### config.mk
export PLATFORM = sky130hd
export DESIGN_NAME = lome_cell
export DESIGN_NICKNAME = d
export VERILOG_FILES = /design/src/design/lome_pkg.sv /design/src/design/lome_cell.sv
export SDC_FILE = /design/constraint.sdc
export NUM_CORES = 1
export LEC_CHECK = 0
export BUFFER_PORTS_ARGS = -buffer_cell sky130_fd_sc_hd__buf_2
export CORE_AREA = 2 2 282 284
export CTS_BUF_LIST = sky130_fd_sc_hd__clkbuf_8
export DETAILED_ROUTE_END_ITERATION = 8
export DIE_AREA = 0 0 284 286
export GPL_TIMING_DRIVEN = 0
export PLACE_DENSITY_LB_ADDON = 0.2
export SLEW_MARGIN = 40
export SYNTH_ARGS = -nofsm -noshare
export SYNTH_HDL_FRONTEND = slang
export SYNTH_SLANG_ARGS = --single-unit
### constraint.sdc
create_clock -name clk_i -period 6.1 [get_ports clk_i]
set_input_delay 0.915 -clock clk_i [delete_from_list [all_inputs] [get_ports clk_i]]
set_output_delay 0.915 -clock clk_i [all_outputs]
set_load 0.02 [all_outputs]
### src/design/lome_pkg.sv
// Shared types and constants of the order book engine.
`timescale 1ns / 1ps
`default_nettype none
package lome_pkg;

  localparam int unsigned ORDER_SLOTS = 32;
  localparam int unsigned IDX_W = (ORDER_SLOTS > 1) ? $clog2(ORDER_SLOTS) : 1;

  localparam logic [1:0] MODE_ADD    = 2'd0;
  localparam logic [1:0] MODE_CANCEL = 2'd1;
  localparam logic [1:0] MODE_QUERY  = 2'd2;

  typedef enum logic [2:0] {
    KIND_TRADE     = 3'd0,
    KIND_ADD_DONE  = 3'd1,
    KIND_INVALID   = 3'd2,
    KIND_BOOK_FULL = 3'd3,
    KIND_CANCELLED = 3'd4,
    KIND_NOT_FOUND = 3'd5,
    KIND_FOUND     = 3'd6
  } lome_kind_e;

  typedef struct packed {
    logic [1:0]  mode;
    logic [30:0] order_id;
    logic        is_sell;
    logic        is_market;
    logic [30:0] limit_price;
    logic [30:0] order_quantity;
  } lome_in_t;

  typedef struct packed {
    lome_kind_e  kind;
    logic [31:0] trade_number;
    logic [30:0] buyer_id;
    logic [30:0] seller_id;
    logic [30:0] result_price;
    logic [30:0] result_quantity;
    logic        result_is_sell;
    logic        last;
  } lome_out_t;

  // search parameters, held steady during a pass
  typedef struct packed {
    logic [30:0] id;
    logic        sell;
    logic        mkt;
    logic [30:0] price;
    logic [31:0] arr;
  } lome_qry_t;

  // slot write broadcast from the controller
  typedef struct packed {
    logic             en;
    logic [IDX_W-1:0] idx;
    logic             valid;
    logic             qty_en;
    logic             load;
    logic [30:0]      qty;
    logic             sell;
    logic [30:0]      price;
    logic [30:0]      owner;
    logic [31:0]      age;
  } lome_wr_t;

  // search token passed down the chain
  typedef struct packed {
    logic             vld;
    logic             own_hit;
    logic [IDX_W-1:0] own_idx;
    logic [31:0]      own_el;
    logic [30:0]      own_price;
    logic [30:0]      own_qty;
    logic             own_sell;
    logic             m_hit;
    logic [IDX_W-1:0] m_idx;
    logic [31:0]      m_el;
    logic [30:0]      m_price;
    logic [30:0]      m_qty;
    logic [30:0]      m_owner;
    logic             f_hit;
    logic [IDX_W-1:0] f_idx;
  } lome_tok_t;

endpackage
`default_nettype wire

### src/design/lome_cell.sv
// One book slot: holds a resting order and folds it into the passing search token.
`timescale 1ns / 1ps
`default_nettype none
module lome_cell import lome_pkg::*; (
  input  wire logic             clk_i,
  input  wire logic             rst_ni,
  input  wire logic [IDX_W-1:0] idx_i,
  input  wire lome_qry_t        qry_i,
  input  wire lome_wr_t         wr_i,
  input  wire lome_tok_t        tok_i,
  output lome_tok_t             tok_o
);

  logic        valid_q;
  logic        sell_q;
  logic [30:0] price_q;
  logic [30:0] qty_q;
  logic [30:0] owner_q;
  logic [31:0] age_q;
  logic        tok_vld_q;
  lome_tok_t   tok_q, tok_d;

  logic [31:0] el;
  logic        own_cand, m_cand, m_cross, m_better, hit;

  assign hit = wr_i.en && (wr_i.idx == idx_i);

  always_ff @(posedge clk_i or negedge rst_ni) begin
    if (!rst_ni) begin
      valid_q <= 1'b0;
    end else if (hit) begin
      valid_q <= wr_i.valid;
    end
  end

  always_ff @(posedge clk_i) begin
    if (hit && wr_i.qty_en) begin
      qty_q <= wr_i.qty;
    end
    if (hit && wr_i.load) begin
      sell_q  <= wr_i.sell;
      price_q <= wr_i.price;
      owner_q <= wr_i.owner;
      age_q   <= wr_i.age;
    end
  end

  always_comb begin
    el       = qry_i.arr - age_q;
    own_cand = valid_q && (owner_q == qry_i.id);
    m_cross  = qry_i.mkt || (qry_i.sell ? (price_q >= qry_i.price) : (price_q <= qry_i.price));
    m_cand   = valid_q && (sell_q != qry_i.sell) && m_cross;
    if (price_q != tok_i.m_price) begin
      m_better = qry_i.sell ? (price_q > tok_i.m_price) : (price_q < tok_i.m_price);
    end else begin
      m_better = el > tok_i.m_el;
    end

    tok_d = tok_i;
    if (own_cand && (!tok_i.own_hit || el > tok_i.own_el)) begin
      tok_d.own_hit   = 1'b1;
      tok_d.own_idx   = idx_i;
      tok_d.own_el    = el;
      tok_d.own_price = price_q;
      tok_d.own_qty   = qty_q;
      tok_d.own_sell  = sell_q;
    end
    if (m_cand && (!tok_i.m_hit || m_better)) begin
      tok_d.m_hit   = 1'b1;
      tok_d.m_idx   = idx_i;
      tok_d.m_el    = el;
      tok_d.m_price = price_q;
      tok_d.m_qty   = qty_q;
      tok_d.m_owner = owner_q;
    end
    // lowest free slot
    if (!tok_i.f_hit && !valid_q) begin
      tok_d.f_hit = 1'b1;
      tok_d.f_idx = idx_i;
    end
  end

  always_ff @(posedge clk_i or negedge rst_ni) begin
    if (!rst_ni) begin
      tok_vld_q <= 1'b0;
    end else begin
      tok_vld_q <= tok_i.vld;
    end
  end

  always_ff @(posedge clk_i) begin
    tok_q <= tok_d;
  end

  always_comb begin
    tok_o     = tok_q;
    tok_o.vld = tok_vld_q;
  end

endmodule
`default_nettype wire

Word level (Yosys, flattened, before mapping)
Index checks and enable logic that the tools add are counted.
- order comparisons: 6
- add/sub/neg operators: 1
- reduce and logical (&&, ||, !) cells: 16
- mux-type cells: 6
- equality and inequality tests: 4
- operators with widths (cell ; number):
    2-to-1 mux 130 bit ; 1
    2-to-1 mux 100 bit ; 1
    greater-than comparator 32 bit ; 2
    subtractor 32 bit ; 1
    equality test 31 bit ; 1
    greater-or-equal comparator 31 bit ; 1
    greater-than comparator 31 bit ; 1
    less-or-equal comparator 31 bit ; 1
    < comparator 31 bit ; 1
    inequality test 31 bit ; 1
    logical AND 1 bit ; 9
    equality test 5 bit ; 1
    2-to-1 mux 5 bit ; 1
    zero test 1 bit ; 4
    logical OR 1 bit ; 3
    2-to-1 mux 1 bit ; 3
    inequality test 1 bit ; 1
- bits of input ports: 477
- flip-flop bits (word level): 366
- word-level logic and storage cells: 54

Logic depth before layout (Yosys ltp)
Gate-level depths: netlist of the first run.
- word-level depth: 6
- mapped depth: 23
- mapped depth without buffers: 20

Least setup slack after synthesis of the first run
OpenSTA, ideal clock, no wires.
- kind: input-to-reg
- start point: input port qry_i[0] (netlist name)
- end point: register tok_q, in the netlist tok_o[100]
- data arrival time: 5.336 ns
- path buffers: 3
- setup slack: 0.643 ns
- cell stages on the path: 23
- cells stage by stage: inv_1 -> ha_1 -> inv_1 -> fa_1 -> a21o_1 -> a221o_1 -> a31oi_1 -> a21oi_1 -> a21oi_1 -> o21ai_0 -> xnor2_1 -> ha_1 -> nand4_1 -> nor4_1 -> nand3_1 -> and3_1 -> a221oi_1 -> a221o_1 -> or3_1 -> clkbuf_1 -> buf_6 -> buf_6 -> mux2_4
- RTL lines (what ; RTL line ; RTL):
    from (decl) ; lome_cell.sv:8 ; input wire lome_qry_t qry_i,
    to (signal assigned) ; lome_cell.sv:92 ; tok_q <= tok_d;
    to (decl) ; lome_cell.sv:21 ; lome_tok_t tok_q, tok_d;

==> results.md, run 1 <==
- Outcome: complete, no violations
- Hold wc startpoint: tok_i[238]
- PwrDens: 272.0 nW/µm²
- VDD IR max: about 140 µV
- Initial antenna violation count: 26
- Most frequent cells in the layout: buf_2 (719), dfxtp_1 (238), inv_1 (200), mux2_4 (160), ha_1 (157)
- Min cycle time layout: 5936 ps
- Io pins: between 700 and 800
- Clock sinks: around 370
- Combinational share of power: 19.0%
- Drt pass-1 iters: 5
- Row count: 103
- Vias in the first global route: around 15000
- DR vias: 14380
- Worst EP arrival: between 6000 and 7000 ps
- Sw frac: between 20% and 30%
- RSZ-0062 raised after global routing: true
- Die span in x: around 280 µm
- Worst Path Buf+Inv: 7
- Clock slew at reported path FFs: 60 ps
- P_sw: 1.961 mW
- Final Hold Fails: 0
- Core area: 78360 µm²
- Leak Pwr: ~12 nW
- Gr ovfl total: 0
- Register-to-register setup slack: 250 ps
- Slew margin rel.: 46.11%
- CTS tree: yes
- # setup viols final: 0
- Die area: 81220 µm²
- Post-synth EDFFs: 126
- Worst r2r src: age_q[24]
- Yosys Warn Count: 0
- Sequential power share: 40.6%
- Clk network pwr share: 40.3%
- Commonest non-fill, non-tap cell in the layout: buf_2
- Area grow syn2layout: 38.14%
- First-pass GRT wire length: 99.18 mm
- Slowest-stage cell, CP: or4_1
- Total negative setup slack: 0 ps
- RD Place Congestion: approximately 0.88
- Routed wire length: 70.21 mm
- Startpoint types: primary input
- Final Core Density: 31.39%
- Setup CP Type: in2reg
- P_int: around 4.7 mW
- Worst slew pin tran: 795.8 ps
- Max incr delay on CP: 710 ps
- DRC Markers: 0
- Reg-to-reg endpoint: tok_o[195]
- Post-Syn Nets: 2088
- Max cap viols: 0
- Main synth FF type: dfxtp_1
- DPL Wire Length: 58.06 mm
- Worst skew pair latency: 660 ps
- Post-synth design cell area: 17800 µm²
- DR WL/cell: 20.77 µm
- R2R cell count: 20
- Filler cells: 8260
- Max Fclk: 0.1685 GHz
- Layout cells sized above 1: 48.36%
- Inserted Clock Buffers: 74
- Iteration-0 DRC Markers: 585
- Mean number of vias per cell: 4.253
- Detail Route Antenna Nets: 0
- Crit path depth: 24
- Total Routing Usage GR: 16.60%
- Initial core utilization: between 20% and 30%
- Final #Nets: 2892
- Worst Hold Depth: 1
- PortBufs: 715
- Hold EP: tok_vld_q
- CP Launch Point: qry_i[0]
- Crit-path max FO: 10
- Largest net degree at the start of global routing: 34
- HP Class: in2reg
- Required time worst endpoint: 6600 ps
- Synth unique cells: 63
- Yosys reg bits: roughly 370
- Fin crit share: 97.31%
- Cell count after synthesis: about 1500
- Clock Path Buffers: 3
- Die Ht: 286 µm
- Htree depth: 3
- Avg Cell Area, Syn: 12.25 µm²
- CP top delay family: simple AND/OR/NAND/NOR gates
- Sequential-to-total area share from yosys stat: 48.30%
- Crit end category: register
- Clk Tree Root Cell: clkbuf_8
- Final Max Tran Viols: 0
- Worst-path cell chain: buf_2, inv_1, ha_1, inv_1, fa_1, a21o_1, a221o_2, a31oi_2, a21oi_1, a21oi_2, buf_4, o21ai_0, o211ai_1, buf_4, ha_1, nand4_1, nor2_4, nand3_1, or4_1, or3b_1, or2_1, buf_6, buf_6, mux2_4
- Clock skew after layout: between 40 and 50 ps
- Async set-reset flop share out of synthesis: less than 1%
==> layout make-up <==
cell class | count | area, µm² | area share, %
diodes | 15 | 37.54 | 0.1526
plain buffers | 35 | 305.3 | 1.241
clock buffers | 86 | 1184 | 4.813
clock inverters | 49 | 380.4 | 1.547
inverters | 174 | 653.1 | 2.656
multi-input cells | 877 | 8396 | 34.14
flip-flops and latches | 366 | 8598 | 34.96
well taps | 1050 | 1314 | 5.342
repair buffers | 729 | 3725 | 15.15
==> power by group through the flow <==
stage	Sequential [mW]	Clock [mW]	Combinational, mW
2_1_floorplan	2.92	0	0.576
3_3_place_gp	2.77	0	1.24
3_5_place_dp	2.77	0	1.26
4_1_cts	2.72	2.82	1.29
5_1_grt	2.73	2.92	1.38
6_report	2.72	2.70	1.27
==> registers in the layout (all words and copies together), names as in the netlist <==
name	cells
tok_o	238
price_q	31
qty_q	31
age_q	32
sell_q	1
valid_q	1
tok_vld_q	1
owner_q	31
==> stage by stage <==
stage               setup WS [ps]  cells  instance area [µm²]  power [mW]  hold WS [ps]
global route               -20.71   3375                24580       7.027         296.4
CTS                         45.37   3367                24530       6.823         285.1
floorplan                   642.5   1453                17800       3.500         474.6
finish                      164.4   3381                24590       6.690         378.8
global placement            -2553   3218                22690       4.014         484.7
detailed placement          -1864   3223                22810       4.032         493.4
==> how the worst max path moves through the flow <==
stage | end | slack (ps)
floorplan | tok_o[100] | 640
CTS | tok_o[234] | 50
global placement | tok_o[123] | -2550
finish | tok_o[195] | 160
global route | tok_o[222] | -20
detailed placement | tok_o[105] | -1860
==> cell families (layout without fill, tap and decap cells) <==
logic type / Yosys count / count (layout) / synth area share, %
compound gates: 218 / 218 / 7.984
xor+xnor: 60 / 60 / 2.952
fa+ha+maj: 158 / 158 / 11.15
buf+inv: 210 / 1073 / 5.356
flops: 366 / 366 / 48.30
mux: 231 / 231 / 17.97
other cells: 0 / 15 / 0
simple gates: 210 / 210 / 6.290
==> per-layer routing <==
| metal | GRT usage, % | up-vias | share of wire, % | routed length [µm] |
|---|---|---|---|---|
| met4 | 6.342 | 20 | 3.0 | 2090 |
| met1 | 18.98 | 6885 | 40 | 27990 |
| li1 | - | 6864 | - | - |
| met5 | 0 | - | 0.18 | 125 |
| met3 | 5.152 | 128 | 7.2 | 5023 |
| met2 | 28.94 | 483 | 50 | 34990 |
==> synth_stat cells (4+ instances only) <==
cell type	count	area, µm²
edfxtp_1	126	3784
and2_1	4	25.02
or3_1	4	25.02
a211oi_1	9	67.56
nand2_1	40	150.1
a31oi_1	6	37.54
buf_6	21	236.5
nand2b_1	7	43.79
o21bai_1	6	45.04
inv_1	174	653.1
nand4_1	38	237.7
xor2_1	36	315.3
mux2_2	69	777.0
a21oi_1	63	315.3
a221oi_1	5	43.79
ha_1	157	1964
o31ai_1	10	75.07
or2_2	4	25.02
nor3_1	9	45.04
o21ai_0	40	200.2
clkbuf_1	11	41.29
nor2b_1	8	50.05
a21o_1	42	315.3
nor2_1	36	135.1
nor4_1	14	87.58
and3_1	8	50.05
mux2_4	160	2402
dfxtp_1	238	4765
nand3_1	22	110.1
xnor2_1	24	210.2
o211ai_1	7	52.55
==> repair_timing <==
action | in CTS | in global routing
hold buffers | 1 | 0
pin swaps | 5 | 1
resized for setup | 20 | 8
setup endpoints to repair | 230 | 212
endpoints found under the hold margin | 2 | 0
buffers inserted | 8 | 0
gates cloned | 0 | 0
Note: power is estimated with default switching activity, not from simulation.
==> run 2, diff against run 1 <==
Settings changed: CORE_AREA 2 2 282 284 to 2 2 278 280, DIE_AREA 0 0 284 286 to 0 0 280 282.
==> run 2 against run 1 <==
Hold slack lost 21 ps. Die area shrank 2.8%. Critical path depth grew 1. Core utilization grew 0.94 points. Sequential cell count is the same. Sequential share of layout area grew 0.18 points. Global-route usage grew 0.55 points. First-iteration DRC count grew 19%. Combinational power is essentially flat. Non-clock buffer count is the same. Largest power group unchanged.
==> results.md, run 2 (synthesis gave the netlist of run 1 again) <==
- Outcome: complete, no violations
- Die span in x: 280 µm (-1.4%)
- Clock sinks: 366 (unchanged)
- Io pins: 716 (unchanged)
- Die area: 78960 µm² (-2.8%)
- Clock slew at reported path FFs: 50 ps (about the same)
- Gr ovfl total: 0 (unchanged)
- HP Class: in2reg
- Clk Tree Root Cell: clkbuf_8
- Worst slew pin tran: 841.8 ps (+45.99 ps)
- Drt pass-1 iters: 5 (unchanged)
- Min cycle time layout: 5873 ps (-62.32 ps)
- Die Ht: 282 µm (-1.4%)
- Slowest-stage cell, CP: a221o_2
- Max cap viols: 0 (unchanged)
- Final #Nets: 2891 (-0.035%)
- DR WL/cell: 21.55 µm (+3.8%)
- Layout cells sized above 1: 48.10% (-0.26 points)
- VDD IR max: 140.2 µV (+2.4%)
- Detail Route Antenna Nets: 0 (unchanged)
- # setup viols final: 0 (unchanged)
- DPL Wire Length: 58.54 mm (+0.83%)
- Crit-path max FO: 10 (unchanged)
- Max Fclk: 0.1703 GHz (+1.1%)
- Final Max Tran Viols: 0 (unchanged)
- Worst skew pair latency: 670 ps (about the same)
- Filler cells: 7824 (-5.3%)
- Largest net degree at the start of global routing: 36 (+5.9%)
- Htree depth: 3 (unchanged)
- Startpoint types: primary input
- Worst Path Buf+Inv: 7 (unchanged)
- Inserted Clock Buffers: 73 (-1.4%)
- Required time worst endpoint: 6600 ps (about the same)
- CTS tree: yes
- Crit end category: register
- Clock Path Buffers: 3 (unchanged)
- CP top delay family: compound AO/OA/AOI/OAI gates
- Most frequent cells in the layout: buf_2 (718), dfxtp_1 (238), inv_1 (202), mux2_4 (160), ha_1 (157)
- First-pass GRT wire length: 98.94 mm (-0.24%)
- Mean number of vias per cell: 4.355 (+2.4%)
- RD Place Congestion: 0.9141 (+3.6%)
- Max reg flops: 238 (unchanged)
- Total negative setup slack: 0 ps (unchanged)
- Commonest non-fill, non-tap cell in the layout: buf_2
- Area grow syn2layout: 37.45%
- DR vias: 14385 (+0.035%)
- Leak Pwr: 12.25 nW (-0.12%)
- Final Hold Fails: 0 (unchanged)
- PwrDens: 271.7 nW/µm² (-0.11%)
- Vias in the first global route: 15212 (-0.90%)
- DRC Markers: 0 (unchanged)
- Slew margin rel.: 43.00% (-3.1 points)
- Total Routing Usage GR: 17.15% (+0.55 points)
- Max incr delay on CP: 470 ps (-240 ps)
- Max Used Layer: met5
- Routed wire length: 71.18 mm (+1.4%)
- Row count: 101 (-1.9%)
- PortBufs: 715 (unchanged)
- Met2 WL post-DR: 34.61 mm (-1.1%)
- Met3 WL post-DR: 5.770 mm (+15%)
- Power Total: 6.649 mW (-0.61%)
- Initial antenna violation count: 23 (-12%)
- Clock skew after layout: 56.69 ps (+8.394 ps)
- Worst EP arrival: 6380 ps (-60 ps)
- Fin crit share: 96.28% (-1.0 points)
- Iteration-0 DRC Markers: 697 (+19%)
- Area of the multi-input gates: 8401 µm² (about the same)
- Core area: 75700 µm² (-3.4%)
- Wire length on met1: 28.30 mm (+1.1%)
- Initial core utilization: 23.52% (+0.80 points)
- Setup CP Type: in2reg
- Register area: 8598 µm² (unchanged)
==> run 2: worst paths after layout <==
path | from | end | slack, ps | depth (start not counted)
setup / recovery | qry_i[0] | tok_o[121] | 230 | 25
hold / removal | tok_i[238] | tok_vld_q | 360 | 1
setup reg to reg | age_q[0] | tok_o[121] | 320 | 23
hold reg to reg | qty_q[6] | tok_o[144] | 490 | 1
max in group asynchronous | rst_ni | tok_vld_q | 5450 | 2
min in group asynchronous | rst_ni | valid_q | 560 | 2
==> run 2: power breakdown <==
part / internal (mW) / switching (mW)
clock: 1.43 / 1.21
combinational: 0.577 / 0.708
sequential: 2.67 / 0.0550
total: 4.68 / 1.97
==> run 2: metal layers <==
metal	vias up	GRT usage, %
met5	-	0
li1	6853	-
met4	20	6.966
met1	6807	19.83
met3	144	5.660
met2	561	29.13
==> run 2: layout make-up <==
type	instances	area share, %
diodes	9	0.09204
repair buffers	729	15.31
multi-input cells	877	34.33
inverters	174	2.669
flip-flops and latches	366	35.14
clock inverters	56	1.723
well taps	978	5.001
plain buffers	35	1.283
clock buffers	79	4.444
==> run 2: through the flow <==
stage          worst slack [ps]  utilization, %  hold slack (ps)  cell area (µm²)  cells
2_1_floorplan             642.5               -            474.6            17800   1453
3_3_place_gp              -2422           29.86            483.2            22600   3146
3_5_place_dp              -2070           30.04            491.1            22740   3151
4_1_cts                   55.75           32.24            270.5            24400   3293
5_1_grt                 -0.7678           32.31            278.6            24460   3300
6_report                  226.7           32.32            357.8            24470   3303
==> run 2: timing repair <==
item,CTS,global route
endpoints found under the setup margin,222,195
setup buffers,7,1
pin swaps,4,2
hold buffers,1,0
resized for setup,19,9
hold endpoints to repair,2,0
